`src/design/dcl_ram.sv`:
```
module dcl_ram #(
    parameter int WIDTH = 8,
    parameter int DEPTH = 16,
    localparam int AW = (DEPTH > 1) ? $clog2(DEPTH) : 1
) (
    input  logic             clk,
    input  logic             we,
    input  logic [AW-1:0]    waddr,
    input  logic [WIDTH-1:0] wdata,
    input  logic [AW-1:0]    raddr,
    output logic [WIDTH-1:0] rdata
);

    logic [WIDTH-1:0] mem_reg [DEPTH];
    logic [WIDTH-1:0] rdata_reg;

    always_ff @(posedge clk)
    begin
        if (we)
        begin
            mem_reg[waddr] <= wdata;
        end
        rdata_reg <= mem_reg[raddr];
    end

    assign rdata = rdata_reg;

endmodule

```
`config.mk`:
```
export PLATFORM = sky130hd
export DESIGN_NAME = dcl_ram
export DESIGN_NICKNAME = d
export VERILOG_FILES = /design/src/design/dcl_ram.sv
export SDC_FILE = /design/constraint.sdc
export NUM_CORES = 1
export LEC_CHECK = 0
export ABC_AREA = 1
export BUFFER_PORTS_ARGS = -buffer_cell sky130_fd_sc_hd__buf_2
export CAP_MARGIN = 20
export CORE_MARGIN = 5
export CORE_UTILIZATION = 65
export CTS_CLUSTER_SIZE = 12
export DETAILED_ROUTE_END_ITERATION = 7
export GPL_TIMING_DRIVEN = 0
export PLACE_DENSITY = 0.95
export SETUP_SLACK_MARGIN = 0.15
export SLEW_MARGIN = 20
export SYNTH_ARGS = -nofsm -noshare
export SYNTH_HDL_FRONTEND = slang
export SYNTH_SLANG_ARGS = --single-unit
```
`constraint.sdc`:
```
create_clock -name clk -period 2.8 [get_ports clk]
set_input_delay 0.14 -clock clk [delete_from_list [all_inputs] [get_ports clk]]
set_output_delay 0.14 -clock clk [all_outputs]
set_load 0.005 [all_outputs]
```
Yosys cells after proc, flatten, opt, wreduce, memory -nomap -nowiden --
Memory sizes are Yosys's and may differ from the RTL's. A register that Yosys moved wholly into a read port is not among the register bits. Cells that the tools add are included.
Word-level totals: output and inout bits 8, bits in registers 0, memory bits (writable) 128, memories 1, bits of input ports 18
Operators by class: muxes and demuxes 2
Memories:
- mem_reg | words 16, bits a word 8, rd ports 1, clocked after memory_dff 1, wr ports 1, RTL line 14 | logic [WIDTH-1:0] mem_reg [DEPTH];
Operators with widths (number):
- two-way mux 1 bit | 2

Logic depth before layout (Yosys ltp) --
Gate-level depths: netlist of the first run.
depth after elaboration 2, mapped depth 8, mapped depth without buffers 7

Least setup slack after synthesis of the first run --
Ideal clock, no wire load.
kind input-to-reg, from input waddr[2], to memory mem_reg[10][0] (enable), arrival 0.721 ns, setup slack 1.709 ns, cell stages on the path 2, path buffers 0, library setup time 0.370 ns, cells stage by stage nand3b_1 > nor2_1
RTL lines:
- from (decl) | RTL line 8 | input logic [AW-1:0] waddr,
- to (decl) | RTL line 14
No word-level cell before the write port.

==> summary.md, run 1 <==
| Metric | Value |
|---|---|
| Outcome | `finished with violations` |
| Failing checks | `DRC` |
| Hold Vio Cnt, Final | `0` |
| Worst hold stages | `1` |
| Final worst setup slack | `1660 ps` |
| TritonCTS Buffers | `17` |
| Post-route ant nets | `0` |
| Top Layer Used | `met4` |
| Clock sinks | `136` |
| Synthesized flop and latch total | `136` |
| Hold_sp | `wdata[5]` |
| CP arrival | `1550 ps` |
| Reg clk slew, reported paths | `60 ps` |
| Die area | `10900 um^2` |
| Cell area after synthesis | `5770 um^2` |
| Via count | `4517` |
| Worst setup SP type | `flip-flop` |
| Gr usage total | `0.304` |
| WL met1 | `5250 um` |
| Pre-CTS WS | `1240 ps` |
| Clock buffer depth | `2` |
| Storage cell area | `4000 um^2` |
| XOR/XNOR share of the synthesized area | `0` |
| Worst slew pin tran | `1060 ps` |
| WHS Endpoint | `mem_reg[11][5]` |
| Worst R2R End | `rdata[7]` |
| CTS Hold Bufs | `0` |
| Ant. Diodes | `0` |
| Worst Hold Class | `input port to flip-flop` |
| Cell repeated most along the worst path | `nand3_1` |
| Metal2 WL | `7210 um` |
| Synthesized instance count | `551` |
| Normalized max-slew margin | `0.294` |
| Grt total ovfl | `0` |
| Filler cell count | `479` |
| DR WL met3 | `2400 um` |
| Worst r2r src | `mem_reg[3][7]` |
| Pre-antenna DRT Iters | `8` |
| Die Y | `104 um` |
| Post-CTS Resized | `0` |
| Min Clock Period, post-route | `1140 ps` |
| Max reg flops | `128` |
| CP max stage delay | `390 ps` |
| Antenna violations before repair | `0` |
| First-pass GRT wire length | `24800 um` |
| DR vias/cell | `6.34` |
| RSZ-0062 raised after global routing | `false` |
| Root buffer cell | `clkbuf_8` |
| R2R Setup Slk | `1660 ps` |
| Setup TNS | `0 ps` |
| CORE AREA | `8680 um^2` |
| Max VDD drop | `446 uV` |
| Nets@finish | `610` |
| Sequential-to-total area share from yosys stat | `0.694` |
| Initial DRC Count | `1054` |
| Vias in the first global route | `4457` |
| Largest family of logic cells by synthesized area | `simple AND/OR/NAND/NOR gates` |
| Slowest CP cell | `edfxtp_1` |
| Pwr Density | `729 nW/um^2` |
| WL per Instance | `22.5 um` |
| Port Buffers | `22` |
| Final period util | `0.406` |
| Syn avg cell area | `10.5 um^2` |
| FP Rows | `34` |
| Synth Warn # | `0` |
| CP max FO | `1` |
| CTS tree | `built` |
| Die Wd | `104 um` |
| Mux cell area share after synthesis | `0` |
| Setup bufs post-CTS | `0` |
| Fmax | `880 MHz` |
| Synth Area in Compound Gates | `0` |
| Crit path launch | `mem_reg[3][7]` |
| Drt drc | `2` |
| Skew final | `6.06 ps` |
| Crit. End Element | `flip-flop` |
| Starting Density | `0.665` |
| Layout cells sized above 1 | `0.131` |
| Clk_lat worst skew | `530 ps` |
| Post-synthesis adder-cell area fraction | `0` |
| Critical-path cell list | `inv_1 > nand2_1 > nand3_1 > nand3_1 > nand3_1 > nand2_1` |
| Commonest non-fill, non-tap cells in the layout | `173 x nand2_1, 128 x edfxtp_1, 100 x inv_1` |
| Area Growth Syn to Fin | `14.4%` |
| Total wire length | `16000 um` |
| Setup CP Type | `flip-flop to flip-flop` |
| Post-synthesis net count | `569` |
| Simple-gate share of the synthesized area | `0.210` |
| I/O pin cnt | `26` |
| MaxCap Viol Count | `0` |
| Commonest non-fill, non-tap cell in the layout | `nand2_1` |
| Final setup vio count | `0` |
| Slew Limit Fails | `0` |
| Leak pwr | `2.88 nW` |
| Placed wire-length estimate | `8950 um` |
| H-tree depth | `4` |
| Multi-input gate area | `1210 um^2` |
| GPL Wtd Cong | `0.922` |
| CP Data Required Time | `3210 ps` |
| Synth cell types | `12` |
| Largest net degree at the start of global routing | `17` |
| R2R depth | `6` |
how the worst max path moves through the flow:
stage	endpoint	slack, ps	depth (start not counted)
after global placement	mem_reg[5][1]	1290	3
final	rdata[7]	1660	6
after global routing	mem_reg[7][3]	1640	3
after CTS	rdata[0]	1650	1
after detailed placement	mem_reg[4][1]	1240	3
after floorplan	mem_reg[10][0]	1710	2
critical path: cells and delay by family (launching register included):
family                 cells  cell delay [ps]
buffers and inverters      1              110
and+or+nand+nor            5              530
DFF                        1              390
where the power goes:
part | leakage (nW) | switching, W | internal [W]
Sequential | 1.22 | 0.0000148 | 0.00228
Combinational | 1.39 | 0.000229 | 0.0000873
Clock | 0.272 | 0.000919 | 0.00128
Total | 2.88 | 0.00116 | 0.00365
layout make-up:
class / instances / area share
Buffer: 24 / 0.0252
Clock buffer: 17 / 0.0628
Clock inverter: 15 / 0.0256
Inverter: 102 / 0.0581
Multi-Input combinational cell: 289 / 0.184
Sequential cell: 136 / 0.607
Tap cell: 108 / 0.0205
Timing Repair Buffer: 22 / 0.0167
logic make-up (layout without fill, tap and decap cells):
logic type             after synthesis  count (layout)
buffers and inverters              126             180
DFF                                136             136
and+or+nand+nor                    289             289
Yosys cell counts:
cell      count  area share
inv_2         2      0.0013
inv_1       100       0.065
buf_2        13       0.011
edfxtp_1    128        0.67
buf_1         1     0.00065
nand3_1      97       0.084
nand3b_1      2      0.0026
buf_4         4      0.0052
dfxtp_1       8       0.028
nor2_1       17       0.011
buf_6         6       0.012
nand2_1     173        0.11
layer usage:
layer / up-vias / GRT usage
met5: - / 0
met4: 0 / 0.204
met2: 519 / 0.469
met3: 132 / 0.0906
met1: 2012 / 0.369
li1: 1854 / -
stage by stage:
| step | cell area (um^2) | hold slack [ps] | cells | utilization | power, W |
|---|---|---|---|---|---|
| detailed placement | 6010 | 519 | 681 | 0.693 | 0.00262 |
| CTS | 6600 | 12.8 | 713 | 0.760 | 0.00478 |
| finish | 6600 | 34.8 | 713 | 0.760 | 0.00481 |
| global route | 6600 | 26.6 | 713 | 0.760 | 0.00491 |
| floorplan | 5770 | 239 | 551 | - | 0.00249 |
| global placement | 6010 | 519 | 681 | 0.693 | 0.00260 |
Note: power is estimated with default switching activity, not from simulation.
==> run 2, diff against run 1 <==
ABC_AREA = 0   (was 1)
CORE_UTILIZATION = 54   (was 65)
PLACE_DENSITY = 0.85   (was 0.95)
clock period = 1 ns   (was 2.8 ns; I/O delays follow)
==> summary.md, run 2 <==
| Metric | Value |
|---|---|
| Ys flop type | `edfxtp_1 (unchanged)` |
| Ant. Diodes | `0 (unchanged)` |
| Commonest non-fill, non-tap cell in the layout | `edfxtp_1 (was nand2_1)` |
| Area leader, netlist | `edfxtp_1 (unchanged)` |
| Starting Density | `0.554 (was 0.665)` |
| Synthesized flop and latch total | `136 (unchanged)` |
| Gr usage total | `0.203 (was 0.304)` |
| FP Rows | `35 (was 34)` |
| Max VDD drop | `1060 uV (was 446 uV)` |
| WL per Instance | `25.3 um (was 22.5 um)` |
| Synth cell types | `19 (was 12)` |
| Slew Limit Fails | `0 (unchanged)` |
| Pre-CTS WS | `-498 ps (was 1240 ps)` |
| Final setup vio count | `9 (was 0)` |
| TritonCTS Buffers | `17 (unchanged)` |
| Outcome | `finished with violations (unchanged)` |
| I/O pin cnt | `26 (unchanged)` |
| Reg clk slew, reported paths | `60 ps (about the same)` |
| Post-synth ARST share | `0 (unchanged)` |
| Utilization after layout | `0.678 (was 0.760)` |
| DR vias/cell | `5.95 (was 6.34)` |
| CP max stage delay | `540 ps (was 390 ps)` |
| Die Y | `108 um (was 104 um)` |
| Synth Warn # | `0 (unchanged)` |
| Failing checks | `setup timing (was DRC)` |
| Worst r2r src | `mem_reg[11][0] (was mem_reg[3][7])` |
| Setup CP Type | `flip-flop to flip-flop (unchanged)` |
| CP Data Required Time | `1410 ps (was 3210 ps)` |
| Worst setup SP type | `flip-flop (unchanged)` |
| Sequential-to-total area share from yosys stat | `0.778 (was 0.694)` |
| Area contributors post-synth | `edfxtp_1 75%, mux4_2 7.9%, mux4_1 7.1% (was edfxtp_1 67%, nand2_1 11%, nand3_1 8.4%)` |
| Post-synthesis net count | `247 (was 569)` |
| Clock sinks | `136 (unchanged)` |
| Skew final | `7.17 ps (was 6.06 ps)` |
| Min Clock Period, post-route | `1350 ps (was 1140 ps)` |
| Pre-antenna DRT Iters | `5 (was 8)` |
| Nets@finish | `303 (was 610)` |
| GPL Wtd Cong | `0.742 (was 0.922)` |
| Placed wire-length estimate | `6290 um (was 8950 um)` |
| Antenna violations before repair | `0 (unchanged)` |
| Fmax | `740 MHz (was 880 MHz)` |
| Worst slew pin tran | `865 ps (was 1060 ps)` |
| CP arrival | `1760 ps (was 1550 ps)` |
| Via count | `2542 (was 4517)` |
| CP max FO | `1 (unchanged)` |
| Crit path buf inv count | `0 (was 1)` |
| Layout cells sized above 1 | `0.430 (was 0.131)` |
| PnR Total Power | `0.0132 W (was 0.00481 W)` |
| Post-route ant nets | `0 (unchanged)` |
| Normalized max-slew margin | `0.421 (was 0.294)` |
| Hold Vio Cnt, Final | `0 (unchanged)` |
| Final worst setup slack | `-351 ps (was 1660 ps)` |
| Pwr Density | `2100 nW/um^2 (was 729 nW/um^2)` |
| CTS tree | `built (unchanged)` |
| Worst R2R End | `rdata[0] (was rdata[7])` |
| Cell area after synthesis | `5150 um^2 (was 5770 um^2)` |
| Synthesized instance count | `229 (was 551)` |
| RSZ-0062 raised after global routing | `true (was false)` |
| H-tree depth | `4 (unchanged)` |
| Worst hold margin | `44.9 ps (was 34.8 ps)` |
| Worst hold stages | `4 (was 1)` |
| Final period util | `1.35 (was 0.406)` |
| Root buffer cell | `clkbuf_8 (unchanged)` |
| Worst Hold Class | `input port to flip-flop (unchanged)` |
| First-pass GRT wire length | `16200 um (was 24800 um)` |
| Initial DRC Count | `214 (was 1054)` |
| Port Buffers | `24 (was 22)` |
| Die Wd | `108 um (was 104 um)` |
| Slowest CP cell | `mux4_2 (was edfxtp_1)` |
| MaxCap Viol Count | `0 (unchanged)` |
| R2R Setup Slk | `-350 ps (was 1660 ps)` |
| Setup TNS | `-2420 ps (was 0 ps)` |
| Largest net degree at the start of global routing | `17 (unchanged)` |
| Crit. End Element | `flip-flop (unchanged)` |
| Synth cell count leaders | `128 x edfxtp_1, 18 x mux4_2, 16 x a22oi_1 (was 173 x nand2_1, 128 x edfxtp_1, 100 x inv_1)` |
| CORE AREA | `9280 um^2 (was 8680 um^2)` |
| Post-synth EDFFs | `128 (unchanged)` |
| Area Growth Syn to Fin | `22.3% (was 14.4%)` |
| Commonest non-fill, non-tap cells in the layout | `128 x edfxtp_1, 32 x mux4_2, 26 x buf_2 (was 173 x nand2_1, 128 x edfxtp_1, 100 x inv_1)` |
| Critical-path cell list | `mux4_2 > a22oi_2 > nand2_1 (was inv_1 > nand2_1 > nand3_1 > nand3_1 > nand3_1 > nand2_1)` |
| Vias in the first global route | `2662 (was 4457)` |
| Hold_sp | `raddr[1] (was wdata[5])` |
| WHS Endpoint | `rdata[0] (was mem_reg[11][5])` |
| Syn avg cell area | `22.5 um^2 (was 10.5 um^2)` |
| CP top delay family | `multiplexers (was simple AND/OR/NAND/NOR gates)` |
| Total wire length | `10800 um (was 16000 um)` |
| Max reg flops | `128 (unchanged)` |
| Clock buffer depth | `2 (unchanged)` |
| Top-area cell type share of the netlist area | `0.747 (was 0.667)` |
| R2R depth | `3 (was 6)` |
| Clk_lat worst skew | `530 ps (about the same)` |
| Drt drc | `0 (was 2)` |
| Leak pwr | `2.05 nW (was 2.88 nW)` |
| Grt total ovfl | `0 (unchanged)` |
| Top-count cell post-synth | `edfxtp_1 (was nand2_1)` |
| Die area | `11600 um^2 (was 10900 um^2)` |
-- run 2: worst max-delay path by stage --
stage	startpoint	end	slack, ps	cells after the start
finish	mem_reg[11][0]	rdata[0]	-350	3
global route	mem_reg[11][0]	rdata[0]	-380	3
CTS	mem_reg[3][7]	rdata[7]	-350	3
detailed placement	waddr[2]	mem_reg[0][1]	-500	3
global placement	waddr[2]	mem_reg[0][1]	-480	3
floorplan	waddr[2]	mem_reg[0][0]	-150	2
-- run 2: layout make-up --
| class | instances | area [um^2] |
|---|---|---|
| flip-flops and latches | 136 | 4010 |
| clock buffers | 17 | 414 |
| clock inverters | 15 | 166 |
| plain buffers | 10 | 115 |
| well taps | 129 | 161 |
| fillers | 599 | 2990 |
| repair buffers | 37 | 256 |
| multi-input cells | 83 | 1180 |
-- run 2: cell families after synthesis --
group / count (synthesis) / synth area share
mux: 32 / 0.150
buf+inv: 10 / 0.0168
flops: 136 / 0.778
simple gates: 35 / 0.0318
compound gates: 16 / 0.0233
-- run 2: per-layer routing --
layer  wire length (um)  GRT usage  vias up
met5                  0          0        -
met4                239     0.0739        0
met3                661     0.0474       21
met2               5720      0.338      103
met1               4170      0.263     1335
li1                   -          -     1083
-- run 2: tightest hold or removal path, delay by kind of cell --
kind / cells / cell delay [ps]
compound gates: 1 / 80
buf+inv: 1 / 130
mux: 1 / 190
simple gates: 1 / 80
-- run 2: through the flow --
stage	std cells	cell area, um^2
global placement	382	5530
finish	427	6300
floorplan	229	5250
global route	427	6300
detailed placement	382	5530
CTS	427	6280
-- run 2: report_power, final --
part / total (W) / internal (W) / switching, W
clock network: 0.00612 / 0.00360 / 0.00252
logic: 0.000719 / 0.000319 / 0.000400
registers: 0.00641 / 0.00637 / 0.0000374
-- run 2: what timing repair did --
item                                    4_1_cts  5_1_grt
endpoints found under the setup margin       80       16
hold buffers                                  8        0
hold endpoints to repair                    128        0
pin swaps                                     3        0
gates resized for setup                       8        4
buffers inserted                              5        0
